File: src/hw/rtl/ppc_pkg.sv
// Shared types, constants and coefficient lookup for the pixel polynomial correction block.
`default_nettype none

package ppc_pkg;

    localparam int PIX_W          = 32;
    localparam int COEF_W         = 32;
    localparam int ACC_W          = 48;
    localparam int CFG_W          = 64;
    localparam int DEG_W          = 4;
    localparam int CFG_IDX_W      = 3;
    localparam int NUM_PAIRS      = 5;
    localparam int MAX_DEGREE_DEF = 9;
    localparam int PROD_SHIFT     = 16;
    localparam int OUT_SHIFT      = 8;

    localparam logic [DEG_W-1:0] DEGREE_RESET = DEG_W'(1);
    localparam logic [CFG_W-1:0] PAIR01_RESET = CFG_W'(1) << 56;

    localparam logic signed [ACC_W-1:0] ACC_MAX = {1'b0, {(ACC_W-1){1'b1}}};
    localparam logic signed [ACC_W-1:0] ACC_MIN = {1'b1, {(ACC_W-1){1'b0}}};

    typedef enum logic [CFG_IDX_W-1:0] {
        REG_DEGREE   = 3'd0,
        REG_PAIR_0_1 = 3'd1,
        REG_PAIR_2_3 = 3'd2,
        REG_PAIR_4_5 = 3'd3,
        REG_PAIR_6_7 = 3'd4,
        REG_PAIR_8_9 = 3'd5
    } cfg_reg_t;

    typedef logic [NUM_PAIRS-1:0][CFG_W-1:0] coef_bank_t;

    typedef struct packed {
        logic signed [ACC_W-1:0] acc;
        logic                    x_neg;
        logic [PIX_W-1:0]        x_mag;
        logic                    sat;
        logic                    last;
    } horner_beat_t;

    typedef struct packed {
        logic signed [PIX_W-1:0] pixel;
        logic                    sat;
        logic                    last;
    } result_beat_t;

    // Coefficient k: even k in the low half of its pair, odd k in the high half.
    function automatic logic signed [COEF_W-1:0] coef_at(
        input coef_bank_t       bank,
        input logic [DEG_W-1:0] k
    );
        logic [CFG_W-1:0] pair;
        case (k[DEG_W-1:1])
            3'd0:    pair = bank[0];
            3'd1:    pair = bank[1];
            3'd2:    pair = bank[2];
            3'd3:    pair = bank[3];
            3'd4:    pair = bank[4];
            3'd5:    pair = bank[0];
            3'd6:    pair = bank[1];
            default: pair = bank[2];
        endcase
        return k[0] ? $signed(pair[CFG_W-1:COEF_W]) : $signed(pair[COEF_W-1:0]);
    endfunction

endpackage

`default_nettype wire

File: src/hw/rtl/ppc_final_round.sv
// Final rounding of the accumulator to Q16.16 with saturation, two stages.
`default_nettype none

module ppc_final_round
    import ppc_pkg::*;
(
    input  logic         clk,
    input  logic         rst_n,
    input  logic         en,
    input  logic         in_valid,
    input  horner_beat_t in_beat,
    output logic         out_valid,
    output result_beat_t out_beat
);

    localparam int RND_W = ACC_W + 1;
    localparam int R_W   = RND_W - OUT_SHIFT;

    localparam logic [RND_W-1:0] ROUND_HALF = RND_W'(1) << (OUT_SHIFT - 1);
    localparam logic [R_W-1:0]   POS_LIMIT  = (R_W'(1) << (PIX_W - 1)) - R_W'(1);
    localparam logic [R_W-1:0]   NEG_LIMIT  = R_W'(1) << (PIX_W - 1);

    logic             f_valid_reg;
    logic [ACC_W-1:0] f_mag_reg;
    logic [ACC_W-1:0] f_mag_next;
    logic             f_neg_reg;
    logic             f_sat_reg;
    logic             f_last_reg;

    logic             o_valid_reg;
    result_beat_t     o_beat_reg;
    result_beat_t     o_beat_next;
    logic [RND_W-1:0] rnd;
    logic [R_W-1:0]   r;

    assign f_mag_next = in_beat.acc[ACC_W-1] ? (~in_beat.acc + ACC_W'(1)) : in_beat.acc;

    always_comb
    begin
        rnd              = RND_W'(f_mag_reg) + ROUND_HALF;
        r                = rnd[RND_W-1:OUT_SHIFT];
        o_beat_next.last = f_last_reg;
        o_beat_next.sat  = f_sat_reg;
        if (!f_neg_reg)
        begin
            if (r > POS_LIMIT)
            begin
                o_beat_next.pixel = $signed(POS_LIMIT[PIX_W-1:0]);
                o_beat_next.sat   = 1'b1;
            end
            else
            begin
                o_beat_next.pixel = $signed(r[PIX_W-1:0]);
            end
        end
        else
        begin
            if (r > NEG_LIMIT)
            begin
                o_beat_next.pixel = $signed(NEG_LIMIT[PIX_W-1:0]);
                o_beat_next.sat   = 1'b1;
            end
            else
            begin
                o_beat_next.pixel = -$signed(r[PIX_W-1:0]);
            end
        end
    end

    always_ff @(posedge clk or negedge rst_n)
    begin
        if (!rst_n)
        begin
            f_valid_reg <= 1'b0;
            o_valid_reg <= 1'b0;
        end
        else if (en)
        begin
            f_valid_reg <= in_valid;
            o_valid_reg <= f_valid_reg;
        end
    end

    always_ff @(posedge clk)
    begin
        if (en)
        begin
            f_mag_reg  <= f_mag_next;
            f_neg_reg  <= in_beat.acc[ACC_W-1];
            f_sat_reg  <= in_beat.sat;
            f_last_reg <= in_beat.last;
            o_beat_reg <= o_beat_next;
        end
    end

    assign out_valid = o_valid_reg;
    assign out_beat  = o_beat_reg;

endmodule

`default_nettype wire

File: config.mk
export PLATFORM = sky130hd
export DESIGN_NAME = ppc_final_round
export DESIGN_NICKNAME = d
export VERILOG_FILES = /design/src/hw/rtl/ppc_pkg.sv /design/src/hw/rtl/ppc_final_round.sv
export SDC_FILE = /design/constraint.sdc
export NUM_CORES = 1
export LEC_CHECK = 0
export ABC_AREA = 1
export BUFFER_PORTS_ARGS = -buffer_cell sky130_fd_sc_hd__buf_2
export CAP_MARGIN = 25
export CORE_MARGIN = 2
export CORE_UTILIZATION = 37
export DETAILED_ROUTE_END_ITERATION = 8
export GPL_ROUTABILITY_DRIVEN = 0
export GPL_TIMING_DRIVEN = 1
export SYNTH_ARGS = -nofsm -noshare
export SYNTH_HDL_FRONTEND = slang
export SYNTH_SLANG_ARGS = --single-unit
File: constraint.sdc
create_clock -name clk -period 8.3 [get_ports clk]
set_clock_uncertainty 0.15 [all_clocks]
set_input_delay 0.83 -clock clk [delete_from_list [all_inputs] [get_ports clk]]
set_output_delay 0.83 -clock clk [all_outputs]
set_load 0.05 [all_outputs]
==> qor.txt <==
outcome = complete, no violations
DRC violation count after routing = 0
reg2reg end = out_beat[2]
CTS buffer count = 9
Detail Route Antenna Nets = 0
Initial Utilization = 38.0%
CP startpoint kind = register
total wire length = 17600 um
layout cells sized above 1 = 14.6%
DR iter-0 viols = 376
layout filler cell count = 1917
Die ar. = 19700 sq um
leading area contributor after synthesis = edfxtp_1
RSZ-0062 raised after global routing = no
# resized after CTS = 0
data arrival time of the worst path = 3.39 ns
Wirelength per Cell = 12.9 um
Max Transition Viols Final = 0
area delta synth->final = 13.3%
register area share after synthesis = 34.7%
io pins = 122
Worst-Margin Slew = 0.973 ns
Crit path max-delay family = simple AND/OR/NAND/NOR gates
Clk pwr share = 30.6%
Via-to-Cell Ratio = 4.84
most frequent cell after synthesis = nand2_1
setup TNS = 0 ns
Period minus WS final = 3.45 ns
Syn Nets = 1130
routed wl met2 = 7850 um
kind of critical path = reg -> reg
EDFF count, synth = 78
register share of total power = 44.2%
YS warnings = 0
Max Cap Viol = 0
wire length on met1 = 8690 um
Max-slew headroom = 35.1%
Reg area = 2390 sq um
Setup-failing EPs final = 0
Gate power share = 25.2%
crit-path max FO = 31
CP max-delay cell = nand2_2
Root Buffer = clkbuf_16
GRT Util Overall = 18.1%
CTS Buffer Depth = 2
clock sinks = 80
clk slew on worst S/H paths = 0.06 ns
Port-buffer cells = 88
post-layout instance count excluding filler cells = 1358
final hold slack = 0.102 ns
multi-input logic area = 3940 sq um
post-placement setup slack = 4.83 ns
largest net degree at the start of global routing = 83
DR WL met3 = 693 um
Worst Path Buf+Inv = 1
Final Hold Viols = 0
Largest register FFs = 41
top cells by count, synth = nand2_1, nor2_1, inv_1, nand3_1, edfxtp_1
vias in the first global route = 5899
Leak = 3.47 nW
asr flop ratio synth = 2.50%
DRT Pass-1 Iters = 6
P_int = 773 uW
Min-Delay Path Class = in -> async
mapped cell area = 6890 sq um
Cell Chain, Critical Path = ha_1 -> nand2_2 -> nor2_4 -> nand2_1 -> nor2_1 -> nand2_1 -> nand2_1 -> nand2_1 -> inv_2 -> nand2_1 -> nor2_1 -> nand2_1 -> nor2_1 -> nand3_1 -> nand2_2 -> nand2_1 -> nand2_1 -> nand2_1
FF-to-FF Start = f_mag_reg[8]
Die X = 140 um
Avg Cell Area, Syn = 6.63 sq um
Cells after Synth = 1040
Synth Register Bits = 80
worst-skew pair later-pin latency = 0.35 ns
r2r worst-path depth = 18
R2R setup slack = 4.85 ns
Setup WS post-layout = 4.85 ns
CTS tree = built
initial antenna violation count = 0
H-tree depth = 3
detailed placer's ending HPWL = 14000 um
number of setup buffers added after CTS = 0
first-pass GRT wire length = 28700 um
Distinct cells, synth = 38
Critical Path RT = 8.24 ns
area share of the largest cell type after synthesis = 34.0%
sw power = 399 uW
most used cell, CP = nand2_1
switching share of power = 34.0%
ys flop type = edfxtp_1
power density cells = 150 nW/um^2
Layout Nets = 1214
period utilisation layout = 41.5%
Inst Count DP = 1341
Highest Signal Layer = met4
hold_buf cts = 0
grt total ovfl = 0
ant diodes = 0
delay of the slowest critical-path stage = 0.49 ns
Std-Cell Rows = 49
core area = 18100 sq um
Fmax = 290 MHz
VDD IR max = 0.0840 mV
ranking of synthesized cells by area = edfxtp_1, nand2_1, nor2_1
Vias = 6577
chip height = 140 um
crit path capture type = register
==> power by group through the flow <==
| stage | clock network, mW | logic [mW] | registers (mW) |
|---|---|---|---|
| 2_1_floorplan | 0 | 0.171 | 0.558 |
| 3_5_place_dp | 0 | 0.292 | 0.526 |
| 6_report | 0.358 | 0.295 | 0.518 |
| 3_3_place_gp | 0 | 0.290 | 0.525 |
| 4_1_cts | 0.368 | 0.293 | 0.518 |
| 5_1_grt | 0.382 | 0.331 | 0.523 |
==> area by class of cell <==
class / instances / area share [%]
multi-input cells: 825 / 50.5
flip-flops and latches: 80 / 30.6
inverters: 118 / 5.69
clock inverters: 6 / 0.465
clock buffers: 10 / 2.93
repair buffers: 90 / 6.12
well taps: 229 / 3.67
==> layer usage <==
metal | vias up | global-route usage [%]
met5 | - | 0
met3 | 18 | 1.54
met1 | 2897 | 25.1
li1 | 3495 | -
met2 | 167 | 29.8
met4 | 0 | 6.42
==> cells by family (layout without fill, tap and decap cells) <==
logic type	after synthesis	after routing	synth area share (%)
simple gates	737	737	47.2
buf+inv	135	224	8.10
flops	80	80	34.7
xor+xnor	57	57	7.24
compound gates	28	28	2.23
fa+ha+maj	3	3	0.545
==> worst max path at each step <==
stage,start,to,cells past startpoint
finish,f_mag_reg[8],out_beat[2],18
global route,f_mag_reg[8],out_beat[20],18
CTS,f_mag_reg[8],out_beat[2],18
detailed placement,f_mag_reg[8],out_beat[2],18
global placement,f_mag_reg[8],out_beat[2],18
floorplan,f_mag_reg[8],out_beat[22],13
==> placed cells by master, fill, tap and decap left out, types with 4 or more instances in the layout <==
cell type  Yosys  layout
a21oi_1        7       7
buf_2          4      87
clkbuf_16      0       9
edfxtp_1      78      78
inv_1        110     110
inv_2          6       6
nand2_1      368     368
nand2_2       20      20
nand3_1      103     103
nand3_2        5       5
nand3b_1       5       5
nand4_1       25      25
nor2_1       152     152
nor2_2        17      17
nor2_4         4       4
nor3_1        18      18
nor4_1         8       8
o21ai_0       12      12
xnor2_1       16      16
xor2_1        41      41
==> worst register-to-register path, cell delays in order (launching register included) <==
cell and delay, ns:
edfxtp_1 0.39, ha_1 0.32, nand2_2 0.13, nor2_4 0.21
nand2_1 0.14, nor2_1 0.22, nand2_1 0.13, nand2_1 0.08
nand2_1 0.12, inv_2 0.12, nand2_1 0.06, nor2_1 0.08
nand2_1 0.07, nor2_1 0.09, nand3_1 0.11, nand2_2 0.49
nand2_1 0.12, nand2_1 0.08, nand2_1 0.09
==> metrics by stage <==
stage	utilization, %	area [sq um]	power (mW)
after floorplan	-	6890	0.729
after global placement	41.4	7520	0.815
after detailed placement	41.4	7520	0.819
after CTS	42.9	7780	1.18
after global routing	43.0	7810	1.24
final	43.0	7810	1.17
Note: power is estimated with default switching activity, not from simulation.
