$ cat config.mk
export PLATFORM = sky130hd
export DESIGN_NAME = ppc_horner_step
export DESIGN_NICKNAME = d
export VERILOG_FILES = /design/src/hw/rtl/ppc_pkg.sv /design/src/hw/rtl/ppc_horner_step.sv
export SDC_FILE = /design/constraint.sdc
export NUM_CORES = 2
export LEC_CHECK = 0
export ABC_AREA = 1
export BUFFER_PORTS_ARGS = -buffer_cell sky130_fd_sc_hd__buf_4
export CAP_MARGIN = 20
export CORE_ASPECT_RATIO = 0.75
export CORE_MARGIN = 1
export CORE_UTILIZATION = 48
export CTS_BUF_LIST = sky130_fd_sc_hd__clkbuf_2 sky130_fd_sc_hd__clkbuf_4 sky130_fd_sc_hd__clkbuf_8
export CTS_CLUSTER_DIAMETER = 40
export DETAILED_ROUTE_END_ITERATION = 8
export PLACE_DENSITY = 0.67
export SYNTH_ARGS = -nofsm -noshare
export SYNTH_HDL_FRONTEND = slang
export SYNTH_SLANG_ARGS = --single-unit
export TNS_END_PERCENT = 1
$ cat constraint.sdc
create_clock -name clk -period 22.7 [get_ports clk]
set_clock_uncertainty 0.05 [all_clocks]
set_input_delay 3.405 -clock clk [delete_from_list [all_inputs] [get_ports clk]]
set_output_delay 3.405 -clock clk [all_outputs]
set_load 0.05 [all_outputs]
$ cat src/hw/rtl/ppc_pkg.sv
// Shared types, constants and coefficient lookup for the pixel polynomial correction block.
`default_nettype none

package ppc_pkg;

    localparam int PIX_W          = 32;
    localparam int COEF_W         = 32;
    localparam int ACC_W          = 48;
    localparam int CFG_W          = 64;
    localparam int DEG_W          = 4;
    localparam int CFG_IDX_W      = 3;
    localparam int NUM_PAIRS      = 5;
    localparam int MAX_DEGREE_DEF = 9;
    localparam int PROD_SHIFT     = 16;
    localparam int OUT_SHIFT      = 8;

    localparam logic [DEG_W-1:0] DEGREE_RESET = DEG_W'(1);
    localparam logic [CFG_W-1:0] PAIR01_RESET = CFG_W'(1) << 56;

    localparam logic signed [ACC_W-1:0] ACC_MAX = {1'b0, {(ACC_W-1){1'b1}}};
    localparam logic signed [ACC_W-1:0] ACC_MIN = {1'b1, {(ACC_W-1){1'b0}}};

    typedef enum logic [CFG_IDX_W-1:0] {
        REG_DEGREE   = 3'd0,
        REG_PAIR_0_1 = 3'd1,
        REG_PAIR_2_3 = 3'd2,
        REG_PAIR_4_5 = 3'd3,
        REG_PAIR_6_7 = 3'd4,
        REG_PAIR_8_9 = 3'd5
    } cfg_reg_t;

    typedef logic [NUM_PAIRS-1:0][CFG_W-1:0] coef_bank_t;

    typedef struct packed {
        logic signed [ACC_W-1:0] acc;
        logic                    x_neg;
        logic [PIX_W-1:0]        x_mag;
        logic                    sat;
        logic                    last;
    } horner_beat_t;

    typedef struct packed {
        logic signed [PIX_W-1:0] pixel;
        logic                    sat;
        logic                    last;
    } result_beat_t;

    // Coefficient k: even k in the low half of its pair, odd k in the high half.
    function automatic logic signed [COEF_W-1:0] coef_at(
        input coef_bank_t       bank,
        input logic [DEG_W-1:0] k
    );
        logic [CFG_W-1:0] pair;
        case (k[DEG_W-1:1])
            3'd0:    pair = bank[0];
            3'd1:    pair = bank[1];
            3'd2:    pair = bank[2];
            3'd3:    pair = bank[3];
            3'd4:    pair = bank[4];
            3'd5:    pair = bank[0];
            3'd6:    pair = bank[1];
            default: pair = bank[2];
        endcase
        return k[0] ? $signed(pair[CFG_W-1:COEF_W]) : $signed(pair[COEF_W-1:0]);
    endfunction

endpackage

`default_nettype wire

$ cat src/hw/rtl/ppc_horner_step.sv
// When active, one Horner step: multiply by sample, round, saturate, add coef, saturate.
`default_nettype none

module ppc_horner_step
    import ppc_pkg::*;
(
    input  logic                     clk,
    input  logic                     rst_n,
    input  logic                     en,
    input  logic                     active,
    input  logic signed [COEF_W-1:0] coef,
    input  logic                     in_valid,
    input  horner_beat_t             in_beat,
    output logic                     out_valid,
    output horner_beat_t             out_beat
);

    localparam int SPLIT     = 32;
    localparam int HI_W      = ACC_W - SPLIT;
    localparam int PROD_HI_W = HI_W + PIX_W;
    localparam int PROD_LO_W = SPLIT + PIX_W;
    localparam int SUM_W     = PROD_LO_W + 1;
    localparam int SUMD_W    = ACC_W + 1;

    localparam logic [SUM_W-1:0] ROUND_HALF = SUM_W'(1) << (PROD_SHIFT - 1);
    localparam logic [SUM_W-1:0] POS_LIMIT  = (SUM_W'(1) << (ACC_W - 1)) - SUM_W'(1);
    localparam logic [SUM_W-1:0] NEG_LIMIT  = SUM_W'(1) << (ACC_W - 1);

    // stage A: magnitude of the accumulator
    logic                 a_valid_reg;
    horner_beat_t         a_beat_reg;
    logic [ACC_W-1:0]     a_mag_reg;
    logic [ACC_W-1:0]     a_mag_next;
    logic                 a_neg_reg;
    logic                 a_neg_next;

    // stage B: partial products
    logic                 b_valid_reg;
    horner_beat_t         b_beat_reg;
    logic                 b_neg_reg;
    logic [PROD_HI_W-1:0] b_hi_reg;
    logic [PROD_HI_W-1:0] b_hi_next;
    logic [PROD_LO_W-1:0] b_lo_reg;
    logic [PROD_LO_W-1:0] b_lo_next;

    // stage C: rounded, saturated product
    logic                    c_valid_reg;
    horner_beat_t            c_beat_reg;
    logic signed [ACC_W-1:0] c_mul_reg;
    logic signed [ACC_W-1:0] c_mul_next;
    logic                    c_sat_reg;
    logic                    c_sat_next;
    logic [SUM_W-1:0]        lo_round;
    logic [SUM_W-1:0]        mag;

    // stage D: coefficient add
    logic                     d_valid_reg;
    horner_beat_t             d_beat_reg;
    horner_beat_t             d_beat_next;
    logic signed [SUMD_W-1:0] sum;
    logic                     sum_ovf;
    logic signed [ACC_W-1:0]  sum_clamped;

    always_comb
    begin
        a_mag_next = in_beat.acc[ACC_W-1] ? (~in_beat.acc + ACC_W'(1)) : in_beat.acc;
        a_neg_next = in_beat.acc[ACC_W-1] ^ in_beat.x_neg;
    end

    always_comb
    begin
        b_hi_next = PROD_HI_W'(a_mag_reg[ACC_W-1:SPLIT]) * PROD_HI_W'(a_beat_reg.x_mag);
        b_lo_next = PROD_LO_W'(a_mag_reg[SPLIT-1:0]) * PROD_LO_W'(a_beat_reg.x_mag);
    end

    always_comb
    begin
        lo_round   = SUM_W'(b_lo_reg) + ROUND_HALF;
        mag        = SUM_W'({b_hi_reg, {PROD_SHIFT{1'b0}}})
                   + SUM_W'(lo_round[SUM_W-1:PROD_SHIFT]);
        c_sat_next = 1'b0;
        if (!b_neg_reg)
        begin
            if (mag > POS_LIMIT)
            begin
                c_mul_next = ACC_MAX;
                c_sat_next = 1'b1;
            end
            else
            begin
                c_mul_next = $signed(mag[ACC_W-1:0]);
            end
        end
        else
        begin
            if (mag > NEG_LIMIT)
            begin
                c_mul_next = ACC_MIN;
                c_sat_next = 1'b1;
            end
            else
            begin
                c_mul_next = -$signed(mag[ACC_W-1:0]);
            end
        end
    end

    always_comb
    begin
        sum         = SUMD_W'(c_mul_reg) + SUMD_W'(coef);
        sum_ovf     = sum[ACC_W] ^ sum[ACC_W-1];
        sum_clamped = sum_ovf ? (sum[ACC_W] ? ACC_MIN : ACC_MAX) : sum[ACC_W-1:0];
        d_beat_next = c_beat_reg;
        if (active)
        begin
            d_beat_next.acc = sum_clamped;
            d_beat_next.sat = c_beat_reg.sat | c_sat_reg | sum_ovf;
        end
    end

    always_ff @(posedge clk or negedge rst_n)
    begin
        if (!rst_n)
        begin
            a_valid_reg <= 1'b0;
            b_valid_reg <= 1'b0;
            c_valid_reg <= 1'b0;
            d_valid_reg <= 1'b0;
        end
        else if (en)
        begin
            a_valid_reg <= in_valid;
            b_valid_reg <= a_valid_reg;
            c_valid_reg <= b_valid_reg;
            d_valid_reg <= c_valid_reg;
        end
    end

    always_ff @(posedge clk)
    begin
        if (en)
        begin
            a_beat_reg <= in_beat;
            a_mag_reg  <= a_mag_next;
            a_neg_reg  <= a_neg_next;
            b_beat_reg <= a_beat_reg;
            b_neg_reg  <= a_neg_reg;
            b_hi_reg   <= b_hi_next;
            b_lo_reg   <= b_lo_next;
            c_beat_reg <= b_beat_reg;
            c_mul_reg  <= c_mul_next;
            c_sat_reg  <= c_sat_next;
            d_beat_reg <= d_beat_next;
        end
    end

    assign out_valid = d_valid_reg;
    assign out_beat  = d_beat_reg;

endmodule

`default_nettype wire

==> results.yml <==
synthesis:
  yosysSeqAreaShare_pct: 20.1
  synth_seq_cells: 531
  syn_inst: 9640
  synth_top_area_share_pct: 33.2
  yosys.area.top_type: "fa_1"
  ys_types: 57
  syn_nets: 11500
  synth_flop_cell: "edfxtp_1"
  synth-edff-count: 527
  netlist_top_cells_area: "fa_1 33%, edfxtp_1 20%, inv_1 12%"
  yosys_warnings: 0
  synth_area_um2: 79300
  synthArstFlopShare_pct: 0.753
  postSynthAreaPerCell_um2: 8.23
clock_tree:
  cts_tree: "done"
  cts_resized: 0
  postCtsSetupBuffers: 0
  worstSkewPairLatency_ns: 0.91
  holdBufCountCts: 0
  root_buffer: "clkbuf_8"
  cts_buffer_depth: 3
  numCtsBuffers: 105
  htreeDepth: 3
  cts.clk_slew.worst_paths_ns: 0.07
  clock_sinks: 531
finish:
  drive_gt1_share_pct: 6.23
  mostFrequentLayoutCells: "2555 x inv_1, 2502 x nand2_1, 1315 x fa_1, 531 x nor2_1, 527 x edfxtp_1"
  area_growth_pct: 7.37
  final_area_um2: 85100
  nets: 11600
  final_common_cell: "inv_1"
setup_path:
  critPathTopFamily: "adder cells"
  cp.arrival_ns: 10.07
  r2r_slack_ns: 13.15
  crit_slowest_cell: "o21ai_0"
  crit_chain: "buf_4 -> nand2_1 -> fa_1 -> inv_1 -> fa_1 -> fa_1 -> inv_1 -> fa_1 -> inv_1 -> fa_1 -> fa_1 -> fa_1 -> inv_1 -> fa_1 -> inv_1 -> ha_1 -> nand2_1 -> nor2_1 -> inv_1 -> nor3_1 -> nand3_1 -> o21ai_0 -> a31oi_1 -> xnor2_1"
  start_kind: "flip-flop"
  path_class: "flip-flop to flip-flop"
  cp_max_fo: 31
  cpMostUsedCell: "fa_1"
  cp.required_ns: 23.22
  cp-end-kind: "flip-flop"
  cp_num_buf_inv: 7
  slowest_delay_ns: 0.92
global_routing:
  grt_pass1_vias: 65300
  grt_usage_pct: 31.1
  grt_pass1_wl_mm: 392
  antenna_found_initial: 5
  grt_max_degree: 133
  overflow: 0
floorplanning:
  ios: 204
  initial_core_util_pct: 48.6
  dieArea_um2: 167000
  rows: 128
  dieHeight_um: 354
  core_um2: 163000
  die_w_um: 471
timing:
  worst_pin_slew_ns: 1.13
  slew_violations: 0
  finalSetupViolCount: 0
  fmax_mhz: 105
  period_minus_slack_ns: 9.55
  rsz0062_at_grt: "no"
  relSlewSlack_pct: 24.0
  hold_viol: 0
  min_period_over_period_pct: 42.1
  fin_tns_setup_ns: 0
placement:
  hpwl_mm: 199
  gp_congestion: 0.996
  placed_area_um2: 82800
  portBuffers: 203
run:
  drv_cap: 0
routing:
  drcViolationCount: 0
  drtPass1Iterations: 6
  finalWirelength_mm: 254
  ant_nets: 0
  routed_via_density: 5.35
  drt_iter0_markers: 6451
  vias: 63900
  wl_per_cell_um: 21.3
outcome:
  status: "complete, no violations"
min_path:
  hp-class: "flip-flop to flip-flop"
## cells in the mapped netlist, types with 44 or more instances
master / n
nand2_2: 44
xor2_1: 160
ha_1: 465
inv_1: 2555
nand2_1: 2503
a31oi_1: 61
edfxtp_1: 527
buf_1: 55
clkbuf_1: 271
nor3_1: 72
fa_1: 1315
xnor2_1: 75
nand4_1: 71
nand3_2: 46
o21ai_0: 158
nand3_1: 199
a21oi_1: 312
nor2_1: 531
## worst reg2reg max path, delay by kind of cell (launching register included)
kind / cells / cell delay (ns)
simple gates: 5 / 1.34
flops: 1 / 0.80
xor+xnor: 1 / 0.51
buf+inv: 7 / 0.93
fa+ha+maj: 9 / 4.41
compound gates: 2 / 1.26
## cell families after synthesis
| logic type | count (synthesis) | share of synthesized area [%] |
|---|---|---|
| flops | 531 | 20.1 |
| simple gates | 3551 | 18.4 |
| xor+xnor | 236 | 2.62 |
| buf+inv | 2910 | 14.0 |
| compound gates | 632 | 4.41 |
| fa+ha+maj | 1780 | 40.5 |
## per-layer routing
metal | up-vias | GRT usage (%) | share of wire, %
met3 | 395 | 7.10 | 11
met1 | 31700 | 46.9 | 45
met2 | 3143 | 44.7 | 41
met4 | 4 | 8.03 | 2.6
li1 | 28600 | - | -
met5 | - | 0 | 0.011
## per-stage QoR
step / setup WS [ns] / hold WS [ns] / instances / util, %
floorplan: 15.55 / 0.350 / 9640 / -
global placement: 13.38 / 0.350 / 11700 / 50.7
detailed placement: 13.49 / 0.355 / 11700 / 50.7
CTS: 13.44 / 0.341 / 11900 / 52.2
global route: 12.93 / 0.370 / 11900 / 52.2
finish: 13.15 / 0.346 / 11900 / 52.2
## layout make-up
class | count | area, um2
inverter | 2564 | 9630
timing repair buffer | 294 | 2230
antenna | 5 | 12.5
tap | 2145 | 2680
multi-input combinational | 6199 | 52300
clock inverter | 71 | 773
fill | 15500 | 78000
clock buffer | 124 | 1590
sequential | 531 | 15900
## worst paths after layout
kind                                start  cells past startpoint        endpoint
setup / recovery            a_beat_reg[8]                     24    b_lo_reg[53]
hold / removal             b_beat_reg[41]                      0  c_beat_reg[41]
setup reg to reg            a_beat_reg[8]                     24    b_lo_reg[53]
hold reg to reg            b_beat_reg[41]                      0  c_beat_reg[41]
max in group asynchronous           rst_n                      1       out_valid
min in group asynchronous           rst_n                      1     c_valid_reg
Power is not shown: default switching activity piles up to over one toggle a cycle in this logic, so the estimate is an artifact.
