`src/hw/rtl/ppc_pkg.sv`:
```
// Shared types, constants and coefficient lookup for the pixel polynomial correction block.
`default_nettype none

package ppc_pkg;

    localparam int PIX_W          = 32;
    localparam int COEF_W         = 32;
    localparam int ACC_W          = 48;
    localparam int CFG_W          = 64;
    localparam int DEG_W          = 4;
    localparam int CFG_IDX_W      = 3;
    localparam int NUM_PAIRS      = 5;
    localparam int MAX_DEGREE_DEF = 9;
    localparam int PROD_SHIFT     = 16;
    localparam int OUT_SHIFT      = 8;

    localparam logic [DEG_W-1:0] DEGREE_RESET = DEG_W'(1);
    localparam logic [CFG_W-1:0] PAIR01_RESET = CFG_W'(1) << 56;

    localparam logic signed [ACC_W-1:0] ACC_MAX = {1'b0, {(ACC_W-1){1'b1}}};
    localparam logic signed [ACC_W-1:0] ACC_MIN = {1'b1, {(ACC_W-1){1'b0}}};

    typedef enum logic [CFG_IDX_W-1:0] {
        REG_DEGREE   = 3'd0,
        REG_PAIR_0_1 = 3'd1,
        REG_PAIR_2_3 = 3'd2,
        REG_PAIR_4_5 = 3'd3,
        REG_PAIR_6_7 = 3'd4,
        REG_PAIR_8_9 = 3'd5
    } cfg_reg_t;

    typedef logic [NUM_PAIRS-1:0][CFG_W-1:0] coef_bank_t;

    typedef struct packed {
        logic signed [ACC_W-1:0] acc;
        logic                    x_neg;
        logic [PIX_W-1:0]        x_mag;
        logic                    sat;
        logic                    last;
    } horner_beat_t;

    typedef struct packed {
        logic signed [PIX_W-1:0] pixel;
        logic                    sat;
        logic                    last;
    } result_beat_t;

    // Coefficient k: even k in the low half of its pair, odd k in the high half.
    function automatic logic signed [COEF_W-1:0] coef_at(
        input coef_bank_t       bank,
        input logic [DEG_W-1:0] k
    );
        logic [CFG_W-1:0] pair;
        case (k[DEG_W-1:1])
            3'd0:    pair = bank[0];
            3'd1:    pair = bank[1];
            3'd2:    pair = bank[2];
            3'd3:    pair = bank[3];
            3'd4:    pair = bank[4];
            3'd5:    pair = bank[0];
            3'd6:    pair = bank[1];
            default: pair = bank[2];
        endcase
        return k[0] ? $signed(pair[CFG_W-1:COEF_W]) : $signed(pair[COEF_W-1:0]);
    endfunction

endpackage

`default_nettype wire

```
`src/hw/rtl/ppc_out_skid.sv`:
```
// Output register with a skid slot; freezes the pipeline only when the skid slot is full.
`default_nettype none

module ppc_out_skid
    import ppc_pkg::*;
(
    input  logic         clk,
    input  logic         rst_n,
    input  logic         in_valid,
    input  result_beat_t in_beat,
    output logic         en,
    output logic         out_valid,
    input  logic         out_stall,
    output result_beat_t out_beat
);

    logic         o_valid_reg;
    result_beat_t o_beat_reg;
    logic         s_valid_reg;
    result_beat_t s_beat_reg;
    logic         out_take;

    assign out_take = o_valid_reg & ~out_stall;
    assign en       = ~s_valid_reg;

    always_ff @(posedge clk or negedge rst_n)
    begin
        if (!rst_n)
        begin
            o_valid_reg <= 1'b0;
            s_valid_reg <= 1'b0;
        end
        else if (s_valid_reg)
        begin
            // drain the skid slot first; the pipeline is frozen meanwhile
            if (out_take)
            begin
                s_valid_reg <= 1'b0;
            end
        end
        else if (!o_valid_reg || out_take)
        begin
            o_valid_reg <= in_valid;
        end
        else if (in_valid)
        begin
            s_valid_reg <= 1'b1;
        end
    end

    always_ff @(posedge clk)
    begin
        if (s_valid_reg)
        begin
            if (out_take)
            begin
                o_beat_reg <= s_beat_reg;
            end
        end
        else if (!o_valid_reg || out_take)
        begin
            o_beat_reg <= in_beat;
        end
        else
        begin
            s_beat_reg <= in_beat;
        end
    end

    assign out_valid = o_valid_reg;
    assign out_beat  = o_beat_reg;

endmodule

`default_nettype wire

```
`config.mk`:
```
export PLATFORM = sky130hd
export DESIGN_NAME = ppc_out_skid
export DESIGN_NICKNAME = d
export VERILOG_FILES = /design/src/hw/rtl/ppc_pkg.sv /design/src/hw/rtl/ppc_out_skid.sv
export SDC_FILE = /design/constraint.sdc
export NUM_CORES = 1
export LEC_CHECK = 0
export BUFFER_PORTS_ARGS = -buffer_cell sky130_fd_sc_hd__clkbuf_2
export CAP_MARGIN = 20
export CORE_MARGIN = 1
export CORE_UTILIZATION = 45
export CTS_CLUSTER_DIAMETER = 120
export DETAILED_ROUTE_END_ITERATION = 10
export PLACE_DENSITY = 0.67
export SLEW_MARGIN = 30
export SYNTH_ARGS = -nofsm -noshare
export SYNTH_HDL_FRONTEND = slang
export SYNTH_SLANG_ARGS = --single-unit
```
`constraint.sdc`:
```
create_clock -name clk -period 4.3 [get_ports clk]
set_input_delay 0.86 -clock clk [delete_from_list [all_inputs] [get_ports clk]]
set_output_delay 0.86 -clock clk [all_outputs]
set_load 0.01 [all_outputs]
```
==> metrics.txt, run 1 <==
# TYPE chip_impl_metric gauge
chip_impl_metric{name="first_global_vias",unit=""} 1329
chip_impl_metric{name="finalClockSkew",unit="ns"} 0.00546
chip_impl_metric{name="cp.required",unit="ns"} 3.44
chip_impl_metric{name="seqPwrFrac",unit=""} 0.547
chip_impl_metric{name="fp.dieH",unit="um"} 77.7
chip_impl_metric{name="finalPower",unit="mW"} 2.17
chip_impl_metric{name="synth-edff-count",unit=""} 68
chip_impl_metric{name="grt_pass1_wl",unit="um"} 6600
chip_impl_info{name="status",value="finished, final reports clean"} 1
chip_impl_metric{name="drv_slew",unit=""} 0
chip_impl_metric{name="timing_worst_slew_pin_value",unit="ns"} 0.905
chip_impl_info{name="clock_tree_from_tritoncts",value="built"} 1
chip_impl_metric{name="antenna_cells",unit=""} 0
chip_impl_metric{name="number_of_synthesized_register_bits",unit=""} 70
chip_impl_metric{name="detailroute.wirelength.met2",unit="um"} 1900
chip_impl_metric{name="finalCriticalPeriod",unit="ns"} 2.44
chip_impl_metric{name="postSynth.asyncResetShare",unit=""} 0.0286
chip_impl_metric{name="power.share.clock",unit=""} 0.205
chip_impl_metric{name="cts_buffer_depth",unit=""} 2
chip_impl_metric{name="final-setup-viol-count",unit=""} 0
chip_impl_metric{name="worst_setup_hold_path_clk_slew",unit="ns"} 0.07
chip_impl_info{name="timing.critical_path.cells",value="inv_1 > clkbuf_2"} 1
chip_impl_metric{name="worst_ep_arrival_time",unit="ns"} 1.58
chip_impl_metric{name="crit_path_max_cell_delay",unit="ns"} 0.96
chip_impl_info{name="dominantRegCellSynth",value="sky130_fd_sc_hd__edfxtp_1"} 1
chip_impl_info{name="cell_accounting_for_the_most_synthesized_area",value="sky130_fd_sc_hd__edfxtp_1"} 1
chip_impl_metric{name="tritoncts.num_buffers",unit=""} 9
chip_impl_metric{name="met3WireLength",unit="um"} 340
chip_impl_metric{name="critical_path_peak_fanout",unit=""} 39
chip_impl_info{name="grt_setup_unrepaired",value="false"} 1
chip_impl_metric{name="dr.first_iter.drc_count",unit=""} 105
chip_impl_metric{name="layout_overhead_on_the_synthesized_area",unit="%"} 23.4
chip_impl_metric{name="slew_headroom",unit=""} 0.397
chip_impl_metric{name="synth-warning-count",unit=""} 0
chip_impl_metric{name="postCtsResizedCells",unit=""} 0
chip_impl_info{name="synth.cells.most_frequent",value="68 x sky130_fd_sc_hd__edfxtp_1, 29 x sky130_fd_sc_hd__mux2_2, 5 x sky130_fd_sc_hd__mux2_4"} 1
chip_impl_metric{name="timing.final.hold_violations",unit=""} 0
chip_impl_metric{name="post_synth_num_cell_types",unit=""} 11
chip_impl_metric{name="post_cts_hold_buffer_count",unit=""} 0
chip_impl_metric{name="setup-tns-final",unit="ns"} 0
chip_impl_metric{name="core",unit="mm2"} 0.00551
chip_impl_metric{name="floorplan.io_pins",unit=""} 74
chip_impl_metric{name="routabilityCongestion",unit=""} 0.620
chip_impl_info{name="routed.top_layer",value="met4"} 1
chip_impl_info{name="clockRootBuffer",value="sky130_fd_sc_hd__clkbuf_8"} 1
chip_impl_metric{name="syn_nets",unit=""} 155
chip_impl_info{name="critPathLaunchType",value="flop"} 1
chip_impl_metric{name="netlist_instances",unit=""} 117
chip_impl_metric{name="swShare",unit=""} 0.289
chip_impl_info{name="min_delay_path_class",value="in -> async"} 1
chip_impl_metric{name="num-fill-cells",unit=""} 425
chip_impl_metric{name="grt_util_all_layers",unit=""} 0.153
chip_impl_metric{name="final_net_count",unit=""} 236
chip_impl_metric{name="place.port_buffers",unit=""} 73
chip_impl_metric{name="syn-mean-instance-area",unit="um2"} 22.0
chip_impl_metric{name="detail_route.wl_per_cell",unit="um"} 15.3
chip_impl_metric{name="yosys.area.top_type_share",unit=""} 0.792
chip_impl_metric{name="remaining_drc_errors",unit=""} 0
chip_impl_metric{name="wl",unit="um"} 4220
chip_impl_metric{name="cap_viol_max_count",unit=""} 0
chip_impl_metric{name="cts_num_sinks",unit=""} 70
chip_impl_metric{name="postCtsSetupRepairBufs",unit=""} 0
chip_impl_metric{name="horizontal_die_dimension",unit="um"} 77.7
chip_impl_metric{name="ctsHtreeMaxLevel",unit=""} 3
chip_impl_metric{name="dp.final_hpwl",unit="um"} 2740
chip_impl_metric{name="drt_first_pass_iters",unit=""} 4
chip_impl_metric{name="detail_route.wirelength.met1",unit="um"} 1900
chip_impl_metric{name="vias_per_cell",unit=""} 4.83
chip_impl_metric{name="synth_seq_area_share",unit=""} 0.811
chip_impl_metric{name="number_of_antenna_violating_nets_in_the_routed_design",unit=""} 0
chip_impl_metric{name="clkLatencyLatePin",unit="ns"} 0.33
chip_impl_metric{name="power.combinational.fraction",unit=""} 0.248
chip_impl_metric{name="rows",unit=""} 27
chip_impl_info{name="yosys.cell_count.top_type",value="sky130_fd_sc_hd__edfxtp_1"} 1
chip_impl_metric{name="grt_max_degree",unit=""} 40
chip_impl_metric{name="finalCritPeriodShare",unit=""} 0.566
chip_impl_info{name="synth_area_leaders",value="sky130_fd_sc_hd__edfxtp_1 79%, sky130_fd_sc_hd__mux2_2 13%, sky130_fd_sc_hd__mux2_4 2.9%"} 1
chip_impl_metric{name="p_per_area",unit="mW/mm2"} 683
chip_impl_metric{name="start_util",unit=""} 0.468
chip_impl_metric{name="ir_worst_vdd",unit="V"} 0.000460
chip_impl_metric{name="fp.dieArea",unit="mm2"} 0.00604
chip_impl_metric{name="detailroute.via_count",unit=""} 1329
chip_impl_info{name="critPathCaptureType",value="output port"} 1
chip_impl_info{name="crit_slowest_cell",value="sky130_fd_sc_hd__dfrtp_2"} 1
chip_impl_metric{name="globalRoute.totalOverflow",unit=""} 0
chip_impl_info{name="worst-setup-path-type",value="reg -> out"} 1
chip_impl_metric{name="leak",unit="nW"} 1.25
chip_impl_metric{name="cellInternalPower",unit="mW"} 1.55
chip_impl_metric{name="total_standard_cell_area_after_synthesis",unit="mm2"} 0.00258
chip_impl_metric{name="power_switching",unit="uW"} 627
chip_impl_metric{name="max_freq",unit="MHz"} 411
chip_impl_metric{name="initial_antenna_violation_count",unit=""} 0
chip_impl_metric{name="drive_above_1_share",unit=""} 0.606
==> power groups by stage <==
| stage | sequential [mW] | combinational (mW) | clock (mW) |
|---|---|---|---|
| floorplan | 1.21 | 0.318 | 0 |
| global placement | 1.20 | 0.535 | 0 |
| detailed placement | 1.20 | 0.551 | 0 |
| CTS | 1.19 | 0.554 | 0.458 |
| global route | 1.22 | 0.578 | 0.488 |
| finish | 1.19 | 0.540 | 0.446 |
==> layer usage <==
metal / GRT usage / vias to the layer above
met5: 0 / -
met4: 0.108 / 0
met3: 0.0459 / 7
met2: 0.213 / 62
met1: 0.204 / 637
li1: - / 623
==> logic make-up (layout without fill, tap and decap cells) <==
logic type             Yosys count  count (layout)  synth area share
and+or+nand+nor                  1               1           0.00243
muxes                           35              35             0.160
AOI/OAI and AO/OA                4               4           0.00776
buffers and inverters            7              93            0.0189
DFF                             70              70             0.811
==> path summary, 6_finish.rpt <==
path	end	slack, ns	depth (start not counted)	from
worst max-delay path	en	1.86	2	s_valid_reg
worst min-delay path	s_valid_reg	0.31	1	rst_n
worst max register to register	out_beat[33]	2.18	2	s_valid_reg
worst min register to register	out_beat[31]	0.55	1	s_beat_reg[31]
max in group asynchronous	s_valid_reg	3.88	1	rst_n
min in group clk	out_beat[31]	0.55	1	s_beat_reg[31]
==> worst max-delay path, delay by kind of cell, from the launching register on <==
| family | cells | cell delay, ns |
|---|---|---|
| buffers and inverters | 2 | 0.28 |
| DFF | 1 | 0.96 |
==> final cells by class <==
type                       count  area (um2)  share of cell area
sequential                    70        2090               0.658
multi-input combinational     40         452               0.142
timing repair buffer          74         373               0.117
clock buffer                  14         153              0.0480
tap                           72        90.1              0.0283
inverter                       3        11.3             0.00354
clock inverter                 2        10.0             0.00315
==> through the flow <==
stage	instances	util	setup slack [ns]	hold slack, ns	area, um2
5_1_grt	275	0.578	1.76	0.292	3180
3_3_place_gp	259	0.548	2.11	0.529	3020
6_report	275	0.578	1.86	0.308	3180
4_1_cts	275	0.578	1.81	0.290	3180
2_1_floorplan	117	-	1.22	0.523	2580
3_5_place_dp	259	0.548	2.04	0.532	3020
==> cell usage in the layout, fill, tap and decap left out <==
cell                       count
sky130_fd_sc_hd__a21oi_1       2
sky130_fd_sc_hd__and3_2        1
sky130_fd_sc_hd__buf_4         1
sky130_fd_sc_hd__clkbuf_1      4
sky130_fd_sc_hd__clkbuf_2     73
sky130_fd_sc_hd__clkbuf_8     10
sky130_fd_sc_hd__clkinv_2      2
sky130_fd_sc_hd__dfrtp_1       1
sky130_fd_sc_hd__dfrtp_2       1
sky130_fd_sc_hd__edfxtp_1     68
sky130_fd_sc_hd__inv_1         3
sky130_fd_sc_hd__mux2_2       29
sky130_fd_sc_hd__mux2_4        5
sky130_fd_sc_hd__mux2i_4       1
sky130_fd_sc_hd__o21ai_0       2
Note: power is estimated with default switching activity, not from simulation.
==> run 2, diff against run 1 <==
Settings changed: ABC_AREA from default to 1, PLACE_DENSITY 0.67 to 0.69.
Clock period 4.3 ns to 1.98 ns, I/O delays scaled along.
==> run 2 against run 1 <==
Power is 130% higher. Final cell count is 27% higher. Synthesized area is 0.58% higher. Utilization is 0.081 points lower.
==> metrics.txt, run 2 <==
# TYPE chip_impl_metric gauge
chip_impl_metric{name="worst_ep_arrival_time",unit="ns"} 1.31
chip_impl_metric{name="vias_per_cell",unit=""} 4.50
chip_impl_metric{name="cts_buffer_depth",unit=""} 2
chip_impl_info{name="timing.critical_path.cells",value="inv_2 > clkbuf_2"} 1
chip_impl_metric{name="seqCellArea",unit="mm2"} 0.00209
chip_impl_metric{name="final_cell_area",unit="mm2"} 0.00320
chip_impl_metric{name="floorplan.io_pins",unit=""} 74
chip_impl_metric{name="p_per_area",unit="mW/mm2"} 1530
chip_impl_metric{name="leak",unit="nW"} 1.42
chip_impl_metric{name="start_util",unit=""} 0.468
chip_impl_metric{name="post-route-util",unit=""} 0.577
chip_impl_metric{name="wl",unit="um"} 4540
chip_impl_metric{name="clkLatencyLatePin",unit="ns"} 0.33
chip_impl_metric{name="detailroute.via_count",unit=""} 1574
chip_impl_metric{name="share_of_the_synthesized_area_in_compound_gates_ao_oa_aoi_oai",unit=""} 0.00193
chip_impl_metric{name="tritoncts.num_buffers",unit=""} 9
chip_impl_info{name="status",value="finished, final reports clean"} 1
chip_impl_metric{name="rows",unit=""} 27
chip_impl_metric{name="final_net_count",unit=""} 313
chip_impl_metric{name="max_freq",unit="MHz"} 586
chip_impl_metric{name="number_of_antenna_violating_nets_in_the_routed_design",unit=""} 0
chip_impl_info{name="cell_accounting_for_the_most_synthesized_area",value="sky130_fd_sc_hd__edfxtp_1"} 1
chip_impl_metric{name="syn_nets",unit=""} 230
chip_impl_metric{name="synth_xor_area_frac",unit=""} 0
chip_impl_metric{name="mux_share_of_post_synthesis_cell_area",unit=""} 0
chip_impl_metric{name="routabilityCongestion",unit=""} 0.672
chip_impl_metric{name="multi_input_area",unit="um2"} 433
chip_impl_metric{name="finalCritPeriodShare",unit=""} 0.862
chip_impl_info{name="worst-setup-path-type",value="reg -> out"} 1
chip_impl_metric{name="critical_path_peak_fanout",unit=""} 12
chip_impl_metric{name="horizontal_die_dimension",unit="um"} 77.9
chip_impl_metric{name="initial_antenna_violation_count",unit=""} 0
chip_impl_metric{name="dp.final_hpwl",unit="um"} 3050
chip_impl_metric{name="setup-tns-final",unit="ns"} 0
chip_impl_metric{name="grt_pass1_wl",unit="um"} 7270
chip_impl_metric{name="timing_worst_slew_pin_value",unit="ns"} 0.428
chip_impl_metric{name="cellInternalPower",unit="mW"} 3.29
chip_impl_metric{name="detail_route.wl_per_cell",unit="um"} 13.0
chip_impl_metric{name="slew_headroom",unit=""} 0.715
chip_impl_metric{name="total_standard_cell_area_after_synthesis",unit="mm2"} 0.00259
chip_impl_metric{name="timing.final.hold_violations",unit=""} 0
chip_impl_metric{name="swShare",unit=""} 0.328
chip_impl_info{name="critPathLaunchType",value="flop"} 1
chip_impl_metric{name="layout_overhead_on_the_synthesized_area",unit="%"} 23.3
chip_impl_metric{name="dr.first_iter.drc_count",unit=""} 142
chip_impl_metric{name="number_of_synthesized_register_bits",unit=""} 70
chip_impl_metric{name="synth_simple_gate_area_frac",unit=""} 0.161
chip_impl_metric{name="core",unit="mm2"} 0.00554
chip_impl_metric{name="post_synth_num_cell_types",unit=""} 10
chip_impl_info{name="clock_tree_from_tritoncts",value="built"} 1
chip_impl_metric{name="yosys.area_share.adder",unit=""} 0
chip_impl_metric{name="seqPwrFrac",unit=""} 0.520
chip_impl_metric{name="yosys.area.top_type_share",unit=""} 0.787
chip_impl_metric{name="synth-edff-count",unit=""} 68
chip_impl_metric{name="postCtsResizedCells",unit=""} 0
chip_impl_metric{name="power.share.clock",unit=""} 0.185
chip_impl_metric{name="crit_path_max_cell_delay",unit="ns"} 0.60
chip_impl_metric{name="finalCriticalPeriod",unit="ns"} 1.71
chip_impl_metric{name="postSynth.asyncResetShare",unit=""} 0.0286
chip_impl_metric{name="fp.dieH",unit="um"} 77.9
chip_impl_metric{name="worst_setup_timing_slack_at_the_placement_stage",unit="ns"} 0.462
chip_impl_metric{name="cts_num_sinks",unit=""} 70
chip_impl_metric{name="post_cts_hold_buffer_count",unit=""} 1
chip_impl_info{name="synth.cells.most_frequent",value="107 x sky130_fd_sc_hd__nand2_1, 68 x sky130_fd_sc_hd__edfxtp_1, 4 x sky130_fd_sc_hd__buf_6"} 1
chip_impl_metric{name="postPlaceCellArea",unit="mm2"} 0.00304
chip_impl_metric{name="syn-mean-instance-area",unit="um2"} 13.5
chip_impl_info{name="dominantRegCellSynth",value="sky130_fd_sc_hd__edfxtp_1"} 1
chip_impl_metric{name="globalRoute.totalOverflow",unit=""} 0
chip_impl_metric{name="cap_viol_max_count",unit=""} 0
chip_impl_metric{name="num-fill-cells",unit=""} 478
chip_impl_metric{name="synth-warning-count",unit=""} 0
chip_impl_metric{name="drt_first_pass_iters",unit=""} 4
chip_impl_info{name="synth_area_leaders",value="sky130_fd_sc_hd__edfxtp_1 79%, sky130_fd_sc_hd__nand2_1 15%, sky130_fd_sc_hd__dfrtp_1 1.9%"} 1
chip_impl_metric{name="drv_slew",unit=""} 0
chip_impl_info{name="min_delay_path_class",value="in -> reg"} 1
chip_impl_info{name="crit_slowest_cell",value="sky130_fd_sc_hd__dfrtp_1"} 1
chip_impl_metric{name="synth_seq_area_share",unit=""} 0.807
chip_impl_info{name="clockRootBuffer",value="sky130_fd_sc_hd__clkbuf_8"} 1
chip_impl_info{name="synth_top_family_by_area",value="simple AND/OR/NAND/NOR gates"} 1
chip_impl_info{name="critPathCaptureType",value="output port"} 1
chip_impl_metric{name="finalClockSkew",unit="ns"} 0.00409
chip_impl_info{name="layout_common_cells",value="106 x sky130_fd_sc_hd__nand2_1, 73 x sky130_fd_sc_hd__clkbuf_2, 68 x sky130_fd_sc_hd__edfxtp_1"} 1
chip_impl_info{name="most_common_library_cell_in_the_layout_ignoring_fill_and_taps",value="sky130_fd_sc_hd__nand2_1"} 1
chip_impl_metric{name="power.combinational.fraction",unit=""} 0.295
chip_impl_metric{name="cp.required",unit="ns"} 1.58
chip_impl_metric{name="worst_setup_hold_path_clk_slew",unit="ns"} 0.06
chip_impl_metric{name="netlist_instances",unit=""} 192
chip_impl_metric{name="final-setup-viol-count",unit=""} 0
chip_impl_metric{name="antenna_cells",unit=""} 0
chip_impl_metric{name="grt_util_all_layers",unit=""} 0.166
chip_impl_metric{name="power_switching",unit="mW"} 1.61
chip_impl_metric{name="drive_above_1_share",unit=""} 0.331
chip_impl_metric{name="place.port_buffers",unit=""} 73
chip_impl_info{name="yosys.cell_count.top_type",value="sky130_fd_sc_hd__nand2_1"} 1
chip_impl_metric{name="first_global_vias",unit=""} 1553
chip_impl_metric{name="ir_worst_vdd",unit="V"} 0.000732
chip_impl_metric{name="grt_max_degree",unit=""} 28
chip_impl_metric{name="ctsHtreeMaxLevel",unit=""} 3
chip_impl_metric{name="hold_slack",unit="ns"} 0.257
chip_impl_metric{name="fp.dieArea",unit="mm2"} 0.00607
chip_impl_info{name="grt_setup_unrepaired",value="false"} 1
chip_impl_metric{name="finalWorstSetupSlack",unit="ns"} 0.273
chip_impl_metric{name="remaining_drc_errors",unit=""} 0
chip_impl_metric{name="postCtsSetupRepairBufs",unit=""} 0
==> run 2: cell count changes in the layout (fill, tap and decap cells not counted), moves of 2 or more <==
cell                       delta
sky130_fd_sc_hd__a21oi_1      -2
sky130_fd_sc_hd__buf_4        +3
sky130_fd_sc_hd__clkbuf_1     -2
sky130_fd_sc_hd__mux2_2      -29
sky130_fd_sc_hd__mux2_4       -5
sky130_fd_sc_hd__nand2_1    +106
sky130_fd_sc_hd__nor2_1       +2
==> run 2: final cells by class <==
| cell class | count | area share |
|---|---|---|
| tap | 72 | 0.0282 |
| clock inverter | 3 | 0.00431 |
| sequential | 70 | 0.654 |
| timing repair buffer | 79 | 0.133 |
| multi-input combinational | 112 | 0.135 |
| clock buffer | 11 | 0.0411 |
| inverter | 3 | 0.00352 |
==> run 2: per-stage QoR <==
stage / instances / power (mW)
after CTS: 350 / 4.95
final: 350 / 4.90
after global placement: 335 / 4.02
after detailed placement: 335 / 4.05
after global routing: 350 / 5.21
after floorplan: 192 / 3.47
==> run 2: cell families (layout without fill, tap and decap cells) <==
kind of cell	after synthesis	after routing
DFF	70	70
buffers and inverters	10	96
and+or+nand+nor	111	111
AOI/OAI and AO/OA	1	1
==> run 2: power groups by stage <==
| stage | Sequential, mW | Clock [mW] | Combinational (mW) |
|---|---|---|---|
| floorplan | 2.76 | 0 | 0.701 |
| global placement | 2.58 | 0 | 1.43 |
| detailed placement | 2.58 | 0 | 1.47 |
| CTS | 2.56 | 0.922 | 1.47 |
| global route | 2.60 | 0.975 | 1.63 |
| finish | 2.55 | 0.905 | 1.45 |
==> run 2: final timing paths <==
path	from	slack, ns	to	cells after the start
min reg2reg	s_beat_reg[16]	0.51	out_beat[16]	2
max	s_valid_reg	0.27	en	2
min in group asynchronous	rst_n	0.38	out_valid	2
max reg2reg	s_valid_reg	0.47	out_beat[2]	4
max in group asynchronous	rst_n	1.50	s_valid_reg	2
min	in_beat[9]	0.26	s_beat_reg[9]	1
==> run 2: routing by layer <==
layer	up-vias	wire (um)	global-route usage
li1	812	-	-
met1	709	1970	0.195
met2	44	2240	0.273
met3	9	225	0.0412
met4	0	100	0.107
met5	-	0	0
==> run 2: critical path, delay by kind of cell, from the launching register on <==
kind / cells / cell delay, ns
buffers and inverters: 2 / 0.38
DFF: 1 / 0.60
